**config.mk**
```make
export PLATFORM = sky130hd
export DESIGN_NAME = irrigation_light_controller_flat
export DESIGN_NICKNAME = d
export VERILOG_FILES = /design/src/rtl/ilc_pkg.sv /design/src/rtl/ilc_if.sv /design/src/rtl/ilc_front.sv /design/src/rtl/ilc_pump_ctrl.sv /design/src/rtl/irrigation_light_controller.sv /design/src/flat_wrapper.sv
export VERILOG_INCLUDE_DIRS = /design/src /design/src/rtl
export SDC_FILE = /design/constraint.sdc
export NUM_CORES = 1
export LEC_CHECK = 0
export BUFFER_PORTS_ARGS = -buffer_cell sky130_fd_sc_hd__buf_2
export CORE_ASPECT_RATIO = 0.7
export CORE_MARGIN = 2
export CORE_UTILIZATION = 45
export CTS_CLUSTER_SIZE = 28
export DETAILED_ROUTE_END_ITERATION = 10
export PLACE_DENSITY = 0.62
export SLEW_MARGIN = 10
export SYNTH_ARGS = -nofsm -noshare
export SYNTH_HDL_FRONTEND = slang
export SYNTH_SLANG_ARGS = --single-unit
```
**constraint.sdc**
```tcl
create_clock -name clk -period 7.73 [get_ports clk]
set_input_delay 0.773 -clock clk [delete_from_list [all_inputs] [get_ports clk]]
set_output_delay 0.773 -clock clk [all_outputs]
set_load 0.005 [all_outputs]
```
**src/rtl/irrigation_light_controller_macros.svh**
```systemverilog
// ---------------------------------------------------------------------------
// Irrigation light controller assertion macros
// Shared concurrent assertion forms for the controller RTL.
// ---------------------------------------------------------------------------
`ifndef IRRIGATION_LIGHT_CONTROLLER_MACROS_SVH
`define IRRIGATION_LIGHT_CONTROLLER_MACROS_SVH

// Same-cycle implication, disabled while in reset
`define ILC_ASSERT_IMP(lbl, clk, rst_n, ante, cons, msg) \
  lbl: assert property (@(posedge clk) disable iff (!rst_n) (ante) |-> (cons)) \
    else $error(msg);

// Next-cycle implication, disabled while in reset
`define ILC_ASSERT_NXT(lbl, clk, rst_n, ante, cons, msg) \
  lbl: assert property (@(posedge clk) disable iff (!rst_n) (ante) |=> (cons)) \
    else $error(msg);

`endif

```
**src/rtl/ilc_pkg.sv**
```systemverilog
// ---------------------------------------------------------------------------
// Irrigation light controller package
// Widths, register defaults, register indexes and shared structs.
// ---------------------------------------------------------------------------
package ilc_pkg;

  // Field widths
  localparam int unsigned NOW_W      = 32;
  localparam int unsigned RAW_W      = 10;
  localparam int unsigned PCT_W      = 7;
  localparam int unsigned LEVEL_W    = 8;
  localparam int unsigned SEC_W      = 8;
  localparam int unsigned SOD_W      = 17;
  localparam int unsigned CFG_IDX_W  = 3;
  localparam int unsigned CFG_DATA_W = 17;

  // Second-of-day split: 86400 = 675 * 128, so the low 7 bits pass through
  localparam int unsigned SOD_LSB_W  = 7;
  localparam int unsigned DAYQ_W     = 16;               // quotient of now / 86400
  localparam int unsigned DAYN_W     = NOW_W - SOD_LSB_W; // 25-bit dividend
  localparam logic [9:0]  DAY_UNITS  = 10'd675;
  // ceil(2^35 / 675): exact floor division for any 25-bit dividend
  localparam logic [25:0] DAY_RECIP  = 26'd50903317;
  localparam int unsigned DAY_SHIFT  = 35;

  // Register indexes
  typedef enum logic [CFG_IDX_W-1:0] {
    CFG_ENABLE            = 3'd0,
    CFG_MIN_MOISTURE      = 3'd1,
    CFG_TARGET_MOISTURE   = 3'd2,
    CFG_WATERING_DURATION = 3'd3,
    CFG_WATERING_PAUSE    = 3'd4,
    CFG_LIGHT_INTENSITY   = 3'd5,
    CFG_SUNRISE_SECOND    = 3'd6,
    CFG_SUNSET_SECOND     = 3'd7
  } cfg_idx_t;

  // Register file contents
  typedef struct packed {
    logic               enable;
    logic [PCT_W-1:0]   min_moisture;
    logic [PCT_W-1:0]   target_moisture;
    logic [SEC_W-1:0]   watering_duration;
    logic [SEC_W-1:0]   watering_pause;
    logic [LEVEL_W-1:0] light_intensity;
    logic [SOD_W-1:0]   sunrise_second;
    logic [SOD_W-1:0]   sunset_second;
  } cfg_t;

  localparam cfg_t CFG_RESET = '{
    enable:            1'b1,
    min_moisture:      7'd20,
    target_moisture:   7'd80,
    watering_duration: 8'd10,
    watering_pause:    8'd60,
    light_intensity:   8'd255,
    sunrise_second:    17'd28000,
    sunset_second:     17'd72000
  };

  // Pipeline register load strobes
  typedef struct packed {
    logic load_in;
    logic load_s1;
    logic load_s2;
    logic load_out;
  } pipe_ctrl_t;

  // Stage 2 payload handed to the pump controller
  typedef struct packed {
    logic [NOW_W-1:0] now;
    logic [PCT_W-1:0] moisture;
    logic             reservoir_ok;
    logic             daytime;
  } s2_t;

endpackage

```
**src/rtl/ilc_if.sv**
```systemverilog
// ---------------------------------------------------------------------------
// Irrigation light controller channel interfaces
// Valid/ready channels for tick input, result output and register writes.
// ---------------------------------------------------------------------------

// Tick input channel
interface ilc_in_if;
  logic                        valid;
  logic                        ready;
  logic [ilc_pkg::NOW_W-1:0]   now_seconds;
  logic [ilc_pkg::RAW_W-1:0]   moisture_raw;
  logic                        reservoir_ok;

  modport source (output valid, now_seconds, moisture_raw, reservoir_ok, input ready);
  modport sink   (input valid, now_seconds, moisture_raw, reservoir_ok, output ready);
endinterface

// Result channel
interface ilc_out_if;
  logic                        valid;
  logic                        ready;
  logic [ilc_pkg::LEVEL_W-1:0] light_level;
  logic                        pump_on;
  logic [ilc_pkg::PCT_W-1:0]   moisture_percent;

  modport source (output valid, light_level, pump_on, moisture_percent, input ready);
  modport sink   (input valid, light_level, pump_on, moisture_percent, output ready);
endinterface

// Register write channel
interface ilc_cfg_if;
  logic                           valid;
  logic                           ready;
  logic [ilc_pkg::CFG_IDX_W-1:0]  index;
  logic [ilc_pkg::CFG_DATA_W-1:0] data;

  modport source (output valid, index, data, input ready);
  modport sink   (input valid, index, data, output ready);
endinterface

```
**src/rtl/ilc_front.sv**
```systemverilog
// ---------------------------------------------------------------------------
// Irrigation light controller front pipeline
// Input register, day-quotient and moisture stage, second-of-day stage.
// ---------------------------------------------------------------------------
`include "irrigation_light_controller_macros.svh"

module ilc_front (
  input  logic                            clk,
  input  logic                            rst_n,
  input  ilc_pkg::pipe_ctrl_t             ctrl,
  input  logic [ilc_pkg::NOW_W-1:0]       now_i,
  input  logic [ilc_pkg::RAW_W-1:0]       raw_i,
  input  logic                            ok_i,
  input  logic [ilc_pkg::SOD_W-1:0]       sunrise_i,
  input  logic [ilc_pkg::SOD_W-1:0]       sunset_i,
  output ilc_pkg::s2_t                    s2_o
);

  // Input register
  logic [ilc_pkg::NOW_W-1:0]  in_now_r;
  logic [ilc_pkg::RAW_W-1:0]  in_raw_r;
  logic                       in_ok_r;

  always_ff @(posedge clk) begin
    if (ctrl.load_in) begin
      in_now_r <= now_i;
      in_raw_r <= raw_i;
      in_ok_r  <= ok_i;
    end
  end

  // Stage 1: quotient of (now >> 7) / 675 by reciprocal multiply
  logic [ilc_pkg::DAYN_W-1:0] day_n;
  logic [50:0]                q_prod;
  logic [ilc_pkg::DAYQ_W-1:0] q_nxt;

  assign day_n  = in_now_r[ilc_pkg::NOW_W-1:ilc_pkg::SOD_LSB_W];
  assign q_prod = {26'd0, day_n} * {25'd0, ilc_pkg::DAY_RECIP};
  assign q_nxt  = q_prod[ilc_pkg::DAY_SHIFT +: ilc_pkg::DAYQ_W];

  // Stage 1: moisture = (1023 - raw) * 100 / 1023
  // floor(x / 1023) == ((x + 1) * 1025) >> 20 for x up to 102300
  logic [9:0]               dry;
  logic [16:0]              pct_x;
  logic [16:0]              pct_y;
  logic [26:0]              pct_z;
  logic [ilc_pkg::PCT_W-1:0] moist_nxt;

  assign dry       = 10'd1023 - in_raw_r;
  assign pct_x     = {1'b0, dry, 6'd0} + {2'b0, dry, 5'd0} + {5'd0, dry, 2'd0};
  assign pct_y     = pct_x + 17'd1;
  assign pct_z     = {10'd0, pct_y} + {pct_y, 10'd0};
  assign moist_nxt = pct_z[26:20];

  logic [ilc_pkg::NOW_W-1:0]  s1_now_r;
  logic [ilc_pkg::DAYQ_W-1:0] s1_q_r;
  logic [ilc_pkg::PCT_W-1:0]  s1_moist_r;
  logic                       s1_ok_r;

  always_ff @(posedge clk) begin
    if (ctrl.load_s1) begin
      s1_now_r   <= in_now_r;
      s1_q_r     <= q_nxt;
      s1_moist_r <= moist_nxt;
      s1_ok_r    <= in_ok_r;
    end
  end

  // Stage 2: remainder, second of day and daylight window
  logic [25:0]              qm;
  logic [ilc_pkg::DAYN_W-1:0] rem_full;
  logic [10:0]              rem_est;
  logic [10:0]              rem;
  logic [ilc_pkg::SOD_W-1:0] sod;
  ilc_pkg::s2_t             s2_nxt;

  assign qm       = {10'd0, s1_q_r} * {16'd0, ilc_pkg::DAY_UNITS};
  assign rem_full = s1_now_r[ilc_pkg::NOW_W-1:ilc_pkg::SOD_LSB_W] - qm[ilc_pkg::DAYN_W-1:0];
  assign rem_est  = rem_full[10:0];
  // one correction step in case the estimate runs short by one
  assign rem      = (rem_est >= {1'b0, ilc_pkg::DAY_UNITS}) ?
                    (rem_est - {1'b0, ilc_pkg::DAY_UNITS}) : rem_est;
  assign sod      = {rem[9:0], s1_now_r[ilc_pkg::SOD_LSB_W-1:0]};

  always_comb begin
    s2_nxt.now          = s1_now_r;
    s2_nxt.moisture     = s1_moist_r;
    s2_nxt.reservoir_ok = s1_ok_r;
    s2_nxt.daytime      = (sod > sunrise_i) && (sod < sunset_i);
  end

  ilc_pkg::s2_t s2_r;

  always_ff @(posedge clk) begin
    if (ctrl.load_s2) begin
      s2_r <= s2_nxt;
    end
  end

  assign s2_o = s2_r;

  // Checks
  `ILC_ASSERT_NXT(a_moist_range, clk, rst_n, ctrl.load_s1, s1_moist_r <= 7'd100, "moisture above 100 percent")
  `ILC_ASSERT_IMP(a_rem_range, clk, rst_n, ctrl.load_s2, rem < {1'b0, ilc_pkg::DAY_UNITS}, "second-of-day remainder out of range")

endmodule

```
**src/rtl/ilc_pump_ctrl.sv**
```systemverilog
// ---------------------------------------------------------------------------
// Irrigation light controller pump and light stage
// Pump state update, stop/start time keeping and the result register.
// ---------------------------------------------------------------------------
`include "irrigation_light_controller_macros.svh"

module ilc_pump_ctrl (
  input  logic                          clk,
  input  logic                          rst_n,
  input  ilc_pkg::pipe_ctrl_t           ctrl,
  input  ilc_pkg::s2_t                  s2_i,
  input  ilc_pkg::cfg_t                 cfg_i,
  output logic [ilc_pkg::LEVEL_W-1:0]   light_level_o,
  output logic                          pump_on_o,
  output logic [ilc_pkg::PCT_W-1:0]     moisture_o
);

  logic                      pump_running_r, pump_running_nxt;
  logic [ilc_pkg::NOW_W-1:0] last_start_r,   last_start_nxt;
  logic [ilc_pkg::NOW_W-1:0] last_stop_r,    last_stop_nxt;
  logic [ilc_pkg::LEVEL_W-1:0] light_r,      light_nxt;
  logic [ilc_pkg::PCT_W-1:0] moist_r;

  // 33-bit time compares, no wrap
  logic [ilc_pkg::NOW_W:0] now_ext;
  logic [ilc_pkg::NOW_W:0] pause_end;
  logic [ilc_pkg::NOW_W:0] run_end;
  logic                    start;
  logic                    run1;
  logic                    stop;

  assign now_ext   = {1'b0, s2_i.now};
  assign pause_end = {1'b0, last_stop_r}  + 33'(cfg_i.watering_pause);
  assign run_end   = {1'b0, last_start_r} + 33'(cfg_i.watering_duration);

  // A start in this tick sets last start to now, so the run-time limit cannot fire
  assign start = (s2_i.moisture < cfg_i.min_moisture) && !pump_running_r &&
                 (now_ext > pause_end);
  assign run1  = pump_running_r || start;
  assign stop  = run1 && ((s2_i.moisture > cfg_i.target_moisture) ||
                          (!start && (now_ext > run_end)));

  // Next pump state
  always_comb begin
    pump_running_nxt = pump_running_r;
    last_start_nxt   = last_start_r;
    last_stop_nxt    = last_stop_r;
    if (!cfg_i.enable || !s2_i.reservoir_ok) begin
      pump_running_nxt = 1'b0;
      last_stop_nxt    = s2_i.now;
    end else begin
      pump_running_nxt = run1 && !stop;
      if (start) begin
        last_start_nxt = s2_i.now;
      end
      if (stop) begin
        last_stop_nxt = s2_i.now;
      end
    end
  end

  // Light level
  assign light_nxt = (cfg_i.enable && s2_i.daytime) ? cfg_i.light_intensity : '0;

  // State registers
  always_ff @(posedge clk) begin
    if (!rst_n) begin
      pump_running_r <= 1'b0;
      last_start_r   <= '0;
      last_stop_r    <= '0;
    end else if (ctrl.load_out) begin
      pump_running_r <= pump_running_nxt;
      last_start_r   <= last_start_nxt;
      last_stop_r    <= last_stop_nxt;
    end
  end

  // Result register payload
  always_ff @(posedge clk) begin
    if (ctrl.load_out) begin
      light_r <= light_nxt;
      moist_r <= s2_i.moisture;
    end
  end

  assign light_level_o = light_r;
  assign pump_on_o     = pump_running_r;
  assign moisture_o    = moist_r;

  // Checks
  `ILC_ASSERT_NXT(a_disable_off, clk, rst_n, ctrl.load_out && !cfg_i.enable, !pump_running_r && light_r == '0, "disabled tick left pump or light on")
  `ILC_ASSERT_NXT(a_tank_low, clk, rst_n, ctrl.load_out && !s2_i.reservoir_ok, !pump_running_r && last_stop_r == $past(s2_i.now), "low reservoir did not stop pump")
  `ILC_ASSERT_IMP(a_start_dry, clk, rst_n, $rose(pump_running_r), $past(s2_i.moisture < cfg_i.min_moisture), "pump started without dry soil")

endmodule

```
**src/rtl/irrigation_light_controller.sv**
```systemverilog
// ---------------------------------------------------------------------------
// Irrigation light controller
// Pipeline: input register, quotient multiply, remainder, result register.
// Throughput: one tick per cycle while out_ch is ready; the pump state
//   updates as a tick enters the result register, so consecutive ticks
//   see each other's state.
// Reset: registers return to defaults, pump off, times zero, pipeline empty.
// ---------------------------------------------------------------------------
module irrigation_light_controller (
  input  logic      clk,
  input  logic      rst_n,
  ilc_in_if.sink    in_ch,
  ilc_out_if.source out_ch,
  ilc_cfg_if.sink   cfg_ch
);

  // Register file
  ilc_pkg::cfg_t cfg_r, cfg_nxt;

  assign cfg_ch.ready = 1'b1;

  always_comb begin
    cfg_nxt = cfg_r;
    if (cfg_ch.valid) begin
      case (ilc_pkg::cfg_idx_t'(cfg_ch.index))
        ilc_pkg::CFG_ENABLE:            cfg_nxt.enable            = cfg_ch.data[0];
        ilc_pkg::CFG_MIN_MOISTURE:      cfg_nxt.min_moisture      = cfg_ch.data[6:0];
        ilc_pkg::CFG_TARGET_MOISTURE:   cfg_nxt.target_moisture   = cfg_ch.data[6:0];
        ilc_pkg::CFG_WATERING_DURATION: cfg_nxt.watering_duration = cfg_ch.data[7:0];
        ilc_pkg::CFG_WATERING_PAUSE:    cfg_nxt.watering_pause    = cfg_ch.data[7:0];
        ilc_pkg::CFG_LIGHT_INTENSITY:   cfg_nxt.light_intensity   = cfg_ch.data[7:0];
        ilc_pkg::CFG_SUNRISE_SECOND:    cfg_nxt.sunrise_second    = cfg_ch.data[16:0];
        ilc_pkg::CFG_SUNSET_SECOND:     cfg_nxt.sunset_second     = cfg_ch.data[16:0];
        default: ;
      endcase
    end
  end

  always_ff @(posedge clk) begin
    if (!rst_n) begin
      cfg_r <= ilc_pkg::CFG_RESET;
    end else begin
      cfg_r <= cfg_nxt;
    end
  end

  // Pipeline occupancy; a stage moves when the one after it is free or moving
  logic v_in_r, v_s1_r, v_s2_r, v_out_r;
  logic v_in_nxt, v_s1_nxt, v_s2_nxt, v_out_nxt;
  logic rdy_in, rdy_s1, rdy_s2, rdy_out;
  ilc_pkg::pipe_ctrl_t ctrl;

  assign rdy_out = !v_out_r || out_ch.ready;
  assign rdy_s2  = !v_s2_r  || rdy_out;
  assign rdy_s1  = !v_s1_r  || rdy_s2;
  assign rdy_in  = !v_in_r  || rdy_s1;

  assign ctrl.load_in  = in_ch.valid && rdy_in;
  assign ctrl.load_s1  = v_in_r && rdy_s1;
  assign ctrl.load_s2  = v_s1_r && rdy_s2;
  assign ctrl.load_out = v_s2_r && rdy_out;

  assign v_in_nxt  = ctrl.load_in  || (v_in_r && !ctrl.load_s1);
  assign v_s1_nxt  = ctrl.load_s1  || (v_s1_r && !ctrl.load_s2);
  assign v_s2_nxt  = ctrl.load_s2  || (v_s2_r && !ctrl.load_out);
  assign v_out_nxt = ctrl.load_out || (v_out_r && !out_ch.ready);

  always_ff @(posedge clk) begin
    if (!rst_n) begin
      v_in_r  <= 1'b0;
      v_s1_r  <= 1'b0;
      v_s2_r  <= 1'b0;
      v_out_r <= 1'b0;
    end else begin
      v_in_r  <= v_in_nxt;
      v_s1_r  <= v_s1_nxt;
      v_s2_r  <= v_s2_nxt;
      v_out_r <= v_out_nxt;
    end
  end

  assign in_ch.ready  = rdy_in;
  assign out_ch.valid = v_out_r;

  // Datapath
  ilc_pkg::s2_t s2;

  ilc_front u_front (
    .clk       (clk),
    .rst_n     (rst_n),
    .ctrl      (ctrl),
    .now_i     (in_ch.now_seconds),
    .raw_i     (in_ch.moisture_raw),
    .ok_i      (in_ch.reservoir_ok),
    .sunrise_i (cfg_r.sunrise_second),
    .sunset_i  (cfg_r.sunset_second),
    .s2_o      (s2)
  );

  ilc_pump_ctrl u_pump (
    .clk           (clk),
    .rst_n         (rst_n),
    .ctrl          (ctrl),
    .s2_i          (s2),
    .cfg_i         (cfg_r),
    .light_level_o (out_ch.light_level),
    .pump_on_o     (out_ch.pump_on),
    .moisture_o    (out_ch.moisture_percent)
  );

endmodule
```
**src/flat_wrapper.sv**
```systemverilog
// flat-port wrapper written by rule: the top's interface ports become plain ports
module irrigation_light_controller_flat 
  (clk, rst_n, in_ch_valid, in_ch_now_seconds, in_ch_moisture_raw, in_ch_reservoir_ok, in_ch_ready, out_ch_valid, out_ch_light_level, out_ch_pump_on, out_ch_moisture_percent, out_ch_ready, cfg_ch_valid, cfg_ch_index, cfg_ch_data, cfg_ch_ready);
  ilc_in_if in_ch_i ();
  ilc_out_if out_ch_i ();
  ilc_cfg_if cfg_ch_i ();
  input  logic clk;
  input  logic rst_n;
  input wire logic [$bits(in_ch_i.valid)-1:0] in_ch_valid;
  input wire logic [$bits(in_ch_i.now_seconds)-1:0] in_ch_now_seconds;
  input wire logic [$bits(in_ch_i.moisture_raw)-1:0] in_ch_moisture_raw;
  input wire logic [$bits(in_ch_i.reservoir_ok)-1:0] in_ch_reservoir_ok;
  output wire logic [$bits(in_ch_i.ready)-1:0] in_ch_ready;
  output wire logic [$bits(out_ch_i.valid)-1:0] out_ch_valid;
  output wire logic [$bits(out_ch_i.light_level)-1:0] out_ch_light_level;
  output wire logic [$bits(out_ch_i.pump_on)-1:0] out_ch_pump_on;
  output wire logic [$bits(out_ch_i.moisture_percent)-1:0] out_ch_moisture_percent;
  input wire logic [$bits(out_ch_i.ready)-1:0] out_ch_ready;
  input wire logic [$bits(cfg_ch_i.valid)-1:0] cfg_ch_valid;
  input wire logic [$bits(cfg_ch_i.index)-1:0] cfg_ch_index;
  input wire logic [$bits(cfg_ch_i.data)-1:0] cfg_ch_data;
  output wire logic [$bits(cfg_ch_i.ready)-1:0] cfg_ch_ready;
  assign in_ch_i.valid = in_ch_valid;
  assign in_ch_i.now_seconds = in_ch_now_seconds;
  assign in_ch_i.moisture_raw = in_ch_moisture_raw;
  assign in_ch_i.reservoir_ok = in_ch_reservoir_ok;
  assign in_ch_ready = in_ch_i.ready;
  assign out_ch_valid = out_ch_i.valid;
  assign out_ch_light_level = out_ch_i.light_level;
  assign out_ch_pump_on = out_ch_i.pump_on;
  assign out_ch_moisture_percent = out_ch_i.moisture_percent;
  assign out_ch_i.ready = out_ch_ready;
  assign cfg_ch_i.valid = cfg_ch_valid;
  assign cfg_ch_i.index = cfg_ch_index;
  assign cfg_ch_i.data = cfg_ch_data;
  assign cfg_ch_ready = cfg_ch_i.ready;
  irrigation_light_controller u_core (.clk(clk), .rst_n(rst_n), .in_ch(in_ch_i), .out_ch(out_ch_i), .cfg_ch(cfg_ch_i));
endmodule
```
# Word level (Yosys, flattened, before mapping)
# Cells that the tools add are included.
# word_totals
reg_bits	297
mem_bits_ro	0
ram_bits	0
out_inout_bits	19
mem_count	0
latchBits	0
# classes
n_eq_ne	7
add_sub_neg	9
n_bitwise	1
magnitude_cmp	7
mux	4
shifts	0
n_div	0
reduce_logical	51
n_mul	2
# ops
operator	n
32-bit by 8-bit adder with 33-bit output	2
32-bit by 33-bit greater-than comparator with 1-bit output	2
32-bit two-way mux	2
25-bit by 26-bit multiplier with 51-bit output (second input constant)	1
17-bit by 27-bit adder with 27-bit output	1
2-bit AND reduction	9
16-bit by 15-bit adder with 17-bit output	1
17-bit by 1-bit adder with 17-bit output (second input constant)	1
17-bit by 12-bit adder with 17-bit output	1
17-bit greater-than comparator	1
17-bit less-than comparator	1
16-bit by 10-bit multiplier with 11-bit output (second input constant)	1
1-bit logical AND	15
1-bit zero test	13
3-bit equality test (second input constant)	4
11-bit by 10-bit >= comparator with 1-bit output (second input constant)	1
1-bit logical OR	11
11-bit subtractor	1
10-bit two-way mux	1
10-bit subtractor (first input constant)	1
10-bit subtractor (second input constant)	1
7-bit greater-than comparator	1
7-bit less-than comparator	1
3-bit by 2-bit equality test with 1-bit output (second input constant)	2
6 further kinds	6

# Longest topological paths before layout
# logic_depth
ltp_word	10
depth_mapped	26
ltp_nobuf	25

# Hierarchy
# Synthesis repeated with hierarchy kept, for this count alone.
# hier_totals
cells_unflattened	2394
hier_area_um2	25517.0
# by_module_without_submodules
mod	area_each_um2	cells_per_inst	instances
ilc_front	16031.6	1382	1
ilc_pump_ctrl	6314.8	706	1
irrigation_light_controller	3170.5	306	1

# Worst setup path before layout
# Ideal clock, no wire load.
# synth_path
path_kind	register -> register
startpoint	reg u_core.u_front.in_now_r[26] in the netlist's numbering
endpoint	reg u_core.u_front.s1_q_r[10] in the netlist's numbering (data pin)
stages_incl_launch_ff	24
t_arrival_ps	6029
t_required_ps	7470
setup_slack_ps	1441
setup_time_ps	260
synth_period_minus_slack_ps	6289
cell_sequence	edfxtp_1 > fa_1 > ha_1 > inv_1 > fa_1 > inv_1 > fa_1 > inv_1 > fa_1 > inv_1 > fa_1 > inv_1 > fa_1 > inv_1 > ha_1 > a21oi_1 > o21ai_0 > a211oi_1 > a22o_1 > a41oi_1 > a21o_1 > a221oi_1 > o21ba_2 > xnor2_1
# synth_between
elab_chain_len	1
# synth_rtl
item	line_no	rtl
from (decl)	ilc_front.sv:20	logic [ilc_pkg::NOW_W-1:0] in_now_r;
from (signal assigned)	ilc_front.sv:26	in_now_r <= now_i;
25-bit by 26-bit multiplier with 51-bit output	ilc_front.sv:38	assign q_prod = {26'd0, day_n} * {25'd0, ilc_pkg::DAY_RECIP};
via u_core.u_front.q_prod[45]	ilc_front.sv:34	logic [50:0] q_prod;
to (signal assigned)	ilc_front.sv:63	s1_q_r <= q_nxt;
to (decl)	ilc_front.sv:56	logic [ilc_pkg::DAYQ_W-1:0] s1_q_r;
# The timed path passes the listed nets, and every way through them passes these cells.
# A chain may end at the register's enable or synchronous reset.

# Final worst setup path
# layout_path
startpoint	reg u_core.u_front.in_now_r[23] in the netlist's numbering
endpoint	reg u_core.u_front.s1_q_r[10] in the netlist's numbering (data pin)
# Same word-level chain as after synthesis.

==> impl_metrics.ini <==
[outcome]
outcome = complete, no violations

[grt]
grt_use_total_pct = 21.41
remaining_global_route_overflow = 0
global_route_wire_length_before_repair_um = 96380
antenna_found_initial = 1
first_global_vias = 17500
largest_net_degree_at_the_start_of_global_routing = 115

[synth]
synth_nets = 3088
syn-instance-count = 2385
syn-cell-area_mm2 = 0.02481
syn_avg_cell_area_um2 = 10.40
seq_area_frac_synth_pct = 29.62
netlist-cell-type-count = 65
synth-edff-count = 150
yosys-top-cells-area = sky130_fd_sc_hd__ha_1 22%, sky130_fd_sc_hd__edfxtp_1 18%, sky130_fd_sc_hd__fa_1 17%
synth_top_area_share_pct = 21.64
ys_ff_latch = 292
netlist.top_cell.by_area = sky130_fd_sc_hd__ha_1
synthArstFlopShare_pct = 0
ys_dominant_reg_cell = sky130_fd_sc_hd__edfxtp_1
synth-warning-count = 0

[timing]
finalCritPeriodShare_pct = 90.82
rsz0062_at_grt = false
report.final.setup_viol = 0
timing.hold.ws_ps = 409.5
timing.final.hold_violations = 0
final-max-slew-violation-count = 0
clock.fmax_mhz = 142.4
timing.final.crit_period_ps = 7020
tightest_pin_transition_ps = 1133
skew_ps = 22.18
relSlewSlack_pct = 24.26
finalSetupTns_ps = 0

[cts]
hold_buffers = 0
cts_buffer_depth = 3
cts_inserted_buffers = 34
cts.repair.resized = 0
clk_transition_reported_paths_ps = 60
clockRootBuffer = sky130_fd_sc_hd__clkbuf_16
cts.repair_timing.setup_buffer_count = 0
cts.sinks = 292
htree_num_levels = 2
clkLatencyLatePin_ps = 530
tritoncts = done

[worst_hold_path]
hold_path_class = reg -> reg

[die]
floorplan.die.height_um = 200.4
die_width_um = 284.6
design.die.area_mm2 = 0.05705
num_rows = 71
number_of_ports_placed_on_the_die_boundary = 87
core-area_mm2 = 0.05410
initial_core_utilization_pct = 45.85

[finish]
seqCellArea_mm2 = 0.007347
antenna_cells_inserted = 0
multi_input_comb_area_mm2 = 0.01578
area.growth.synth_to_final_pct = 9.962
fillCellCount = 4796
fin_nets = 3182
post_route_cells_drive_above_1_share_pct = 6.786

[worst_setup_path]
r2r_setup_slack_ps = 710
r2r-end = u_core.u_front.s1_q_r[10]$_DFFE_PP_
crit_slowest_cell = sky130_fd_sc_hd__edfxtp_1
cp.required_ps = 7980
critical_path.endpoint = u_core.u_front.s1_q_r[10]$_DFFE_PP_
crit_path_max_fanout = 9
critPathMaxStageDelay_ps = 630
reg2reg_depth = 22
worstPathArrival_ps = 7270
critPathLaunchType = register
cp-end-kind = register
startpoint = u_core.u_front.in_now_r[23]$_DFFE_PP_
path_class = reg -> reg
timing.critical_path.cells = ha_1 > fa_1 > inv_1 > fa_1 > inv_1 > fa_1 > inv_1 > fa_1 > inv_1 > fa_1 > inv_1 > fa_1 > inv_1 > ha_1 > a21oi_1 > o21ai_0 > a211oi_1 > a41oi_1 > a21o_1 > a221oi_1 > o21ba_2 > xnor2_1
worst_r2r_startpoint = u_core.u_front.in_now_r[23]$_DFFE_PP_

[route]
postRouteWirelength_um = 59320
drt_pre_antenna_iters = 5
detail_route.vias_per_cell = 5.196
drt_drc_violations_left = 0
route.detailed.wl_per_inst_um = 18.34
dr_total_vias = 16810
antenna_left = 0
detail_route.iter0.violations = 956

[placement]
dp_hpwl_um = 47660
port_buffers = 85
gp_congestion = 0.9822

[run]
drv_cap = 0
[worst max-delay path: cells and delay by family (launching register included)]
family	cells	cell delay [ps]
adders and majority gates	8	3770
AOI/OAI and AO/OA	7	1930
DFF	1	630
buffers and inverters	6	340
xor gates and xnor gates	1	70
[layout by cell type (no fill, tap or decap), types with 70 or more instances in the layout]
cell,count
sky130_fd_sc_hd__buf_2,84
sky130_fd_sc_hd__fa_1,206
sky130_fd_sc_hd__nand2_1,224
sky130_fd_sc_hd__edfxtp_1,150
sky130_fd_sc_hd__xnor2_1,70
sky130_fd_sc_hd__dfxtp_1,142
sky130_fd_sc_hd__a21oi_1,75
sky130_fd_sc_hd__nor2_1,77
sky130_fd_sc_hd__ha_1,429
sky130_fd_sc_hd__inv_1,399
[routing by layer]
layer	up-vias	wire, um	track usage, %
met2	312	24940	31.32
met3	64	3605	4.750
met5	-	0	0
li1	8211	-	-
met4	0	906	4.117
met1	8221	29870	32.40
[cells in the mapped netlist, drive strengths merged (46+ instances only)]
library cell / number
dfxtp: 142
xor2: 46
fa: 206
nor2: 77
a21oi: 76
ha: 429
edfxtp: 150
a21o: 47
nor2b: 58
mux2i: 68
inv: 399
xnor2: 70
nand2: 224
[registers in the layout (all words and copies together) (netlist names)]
name and count:
u_core.out_ch.valid 1, u_core.v_in_r 1, u_core.u_pump.last_start_r 32, u_core.u_front.in_ok_r 1, u_core.v_s1_r 1, u_core.u_front.s1_ok_r 1, u_core.u_front.s1_q_r 11, u_core.u_front.in_raw_r 10
u_core.u_pump.moisture_o 7, u_core.v_s2_r 1, u_core.cfg_r 73, u_core.u_front.in_now_r 32, u_core.u_pump.light_level_o 8, u_core.u_front.s1_now_r 32, u_core.u_front.s2_o 41, u_core.u_pump.last_stop_r 32
u_core.u_pump.pump_on_o 1, u_core.u_front.s1_moist_r 7
[metrics by stage]
stage | utilization [%] | worst slack [ps] | cells | area, um2
floorplan | - | 1441 | 2385 | 24810
global placement | 48.22 | 859.7 | 3173 | 26090
detailed placement | 48.22 | 770.2 | 3173 | 26090
CTS | 50.42 | 728.5 | 3235 | 27280
global route | 50.42 | 344.4 | 3235 | 27280
finish | 50.42 | 709.8 | 3235 | 27280
[how the worst min path moves through the flow]
stage                     slack (ps)                               endpoint  cells past startpoint                             startpoint
final                            410      u_core.u_front.s2_o[29]$_DFFE_PP_                      0  u_core.u_front.s1_now_r[20]$_DFFE_PP_
after global routing             400  u_core.u_front.in_now_r[19]$_DFFE_PP_                      1                  in_ch_now_seconds[19]
after CTS                        390  u_core.u_front.in_now_r[24]$_DFFE_PP_                      1                  in_ch_now_seconds[24]
after detailed placement         400   u_core.u_front.s1_now_r[4]$_DFFE_PP_                      0   u_core.u_front.in_now_r[4]$_DFFE_PP_
after global placement           400      u_core.u_front.s2_o[30]$_DFFE_PP_                      0  u_core.u_front.s1_now_r[21]$_DFFE_PP_
after floorplan                  400   u_core.u_front.s1_now_r[0]$_DFFE_PP_                      0   u_core.u_front.in_now_r[0]$_DFFE_PP_
[cell families (layout without fill, tap and decap cells)]
kind of cell / Yosys count / after routing / synth area share (%)
buffers and inverters: 442 / 562 / 6.936
adder cells (fa/ha/maj): 635 / 635 / 38.26
other: 1 / 1 / 0.01512
multiplexers: 69 / 69 / 2.789
XOR/XNOR: 116 / 116 / 4.096
flip-flops: 292 / 292 / 29.62
AND/OR/NAND/NOR: 523 / 523 / 9.942
AO/OA/AOI/OAI: 307 / 307 / 8.338
[layout make-up]
type                            count  share of cell area, %
Tap cell                          730                  3.349
Inverter                          399                  5.491
Timing Repair Buffer              101                  2.009
Clock buffer                       49                  3.665
Sequential cell                   292                  26.94
Multi-Input combinational cell   1651                  57.85
Clock inverter                     13                 0.6972
Power is left out: the tool's default activity adds up to more than one toggle a clock period on the data nets, which glitch-free logic cannot reach.
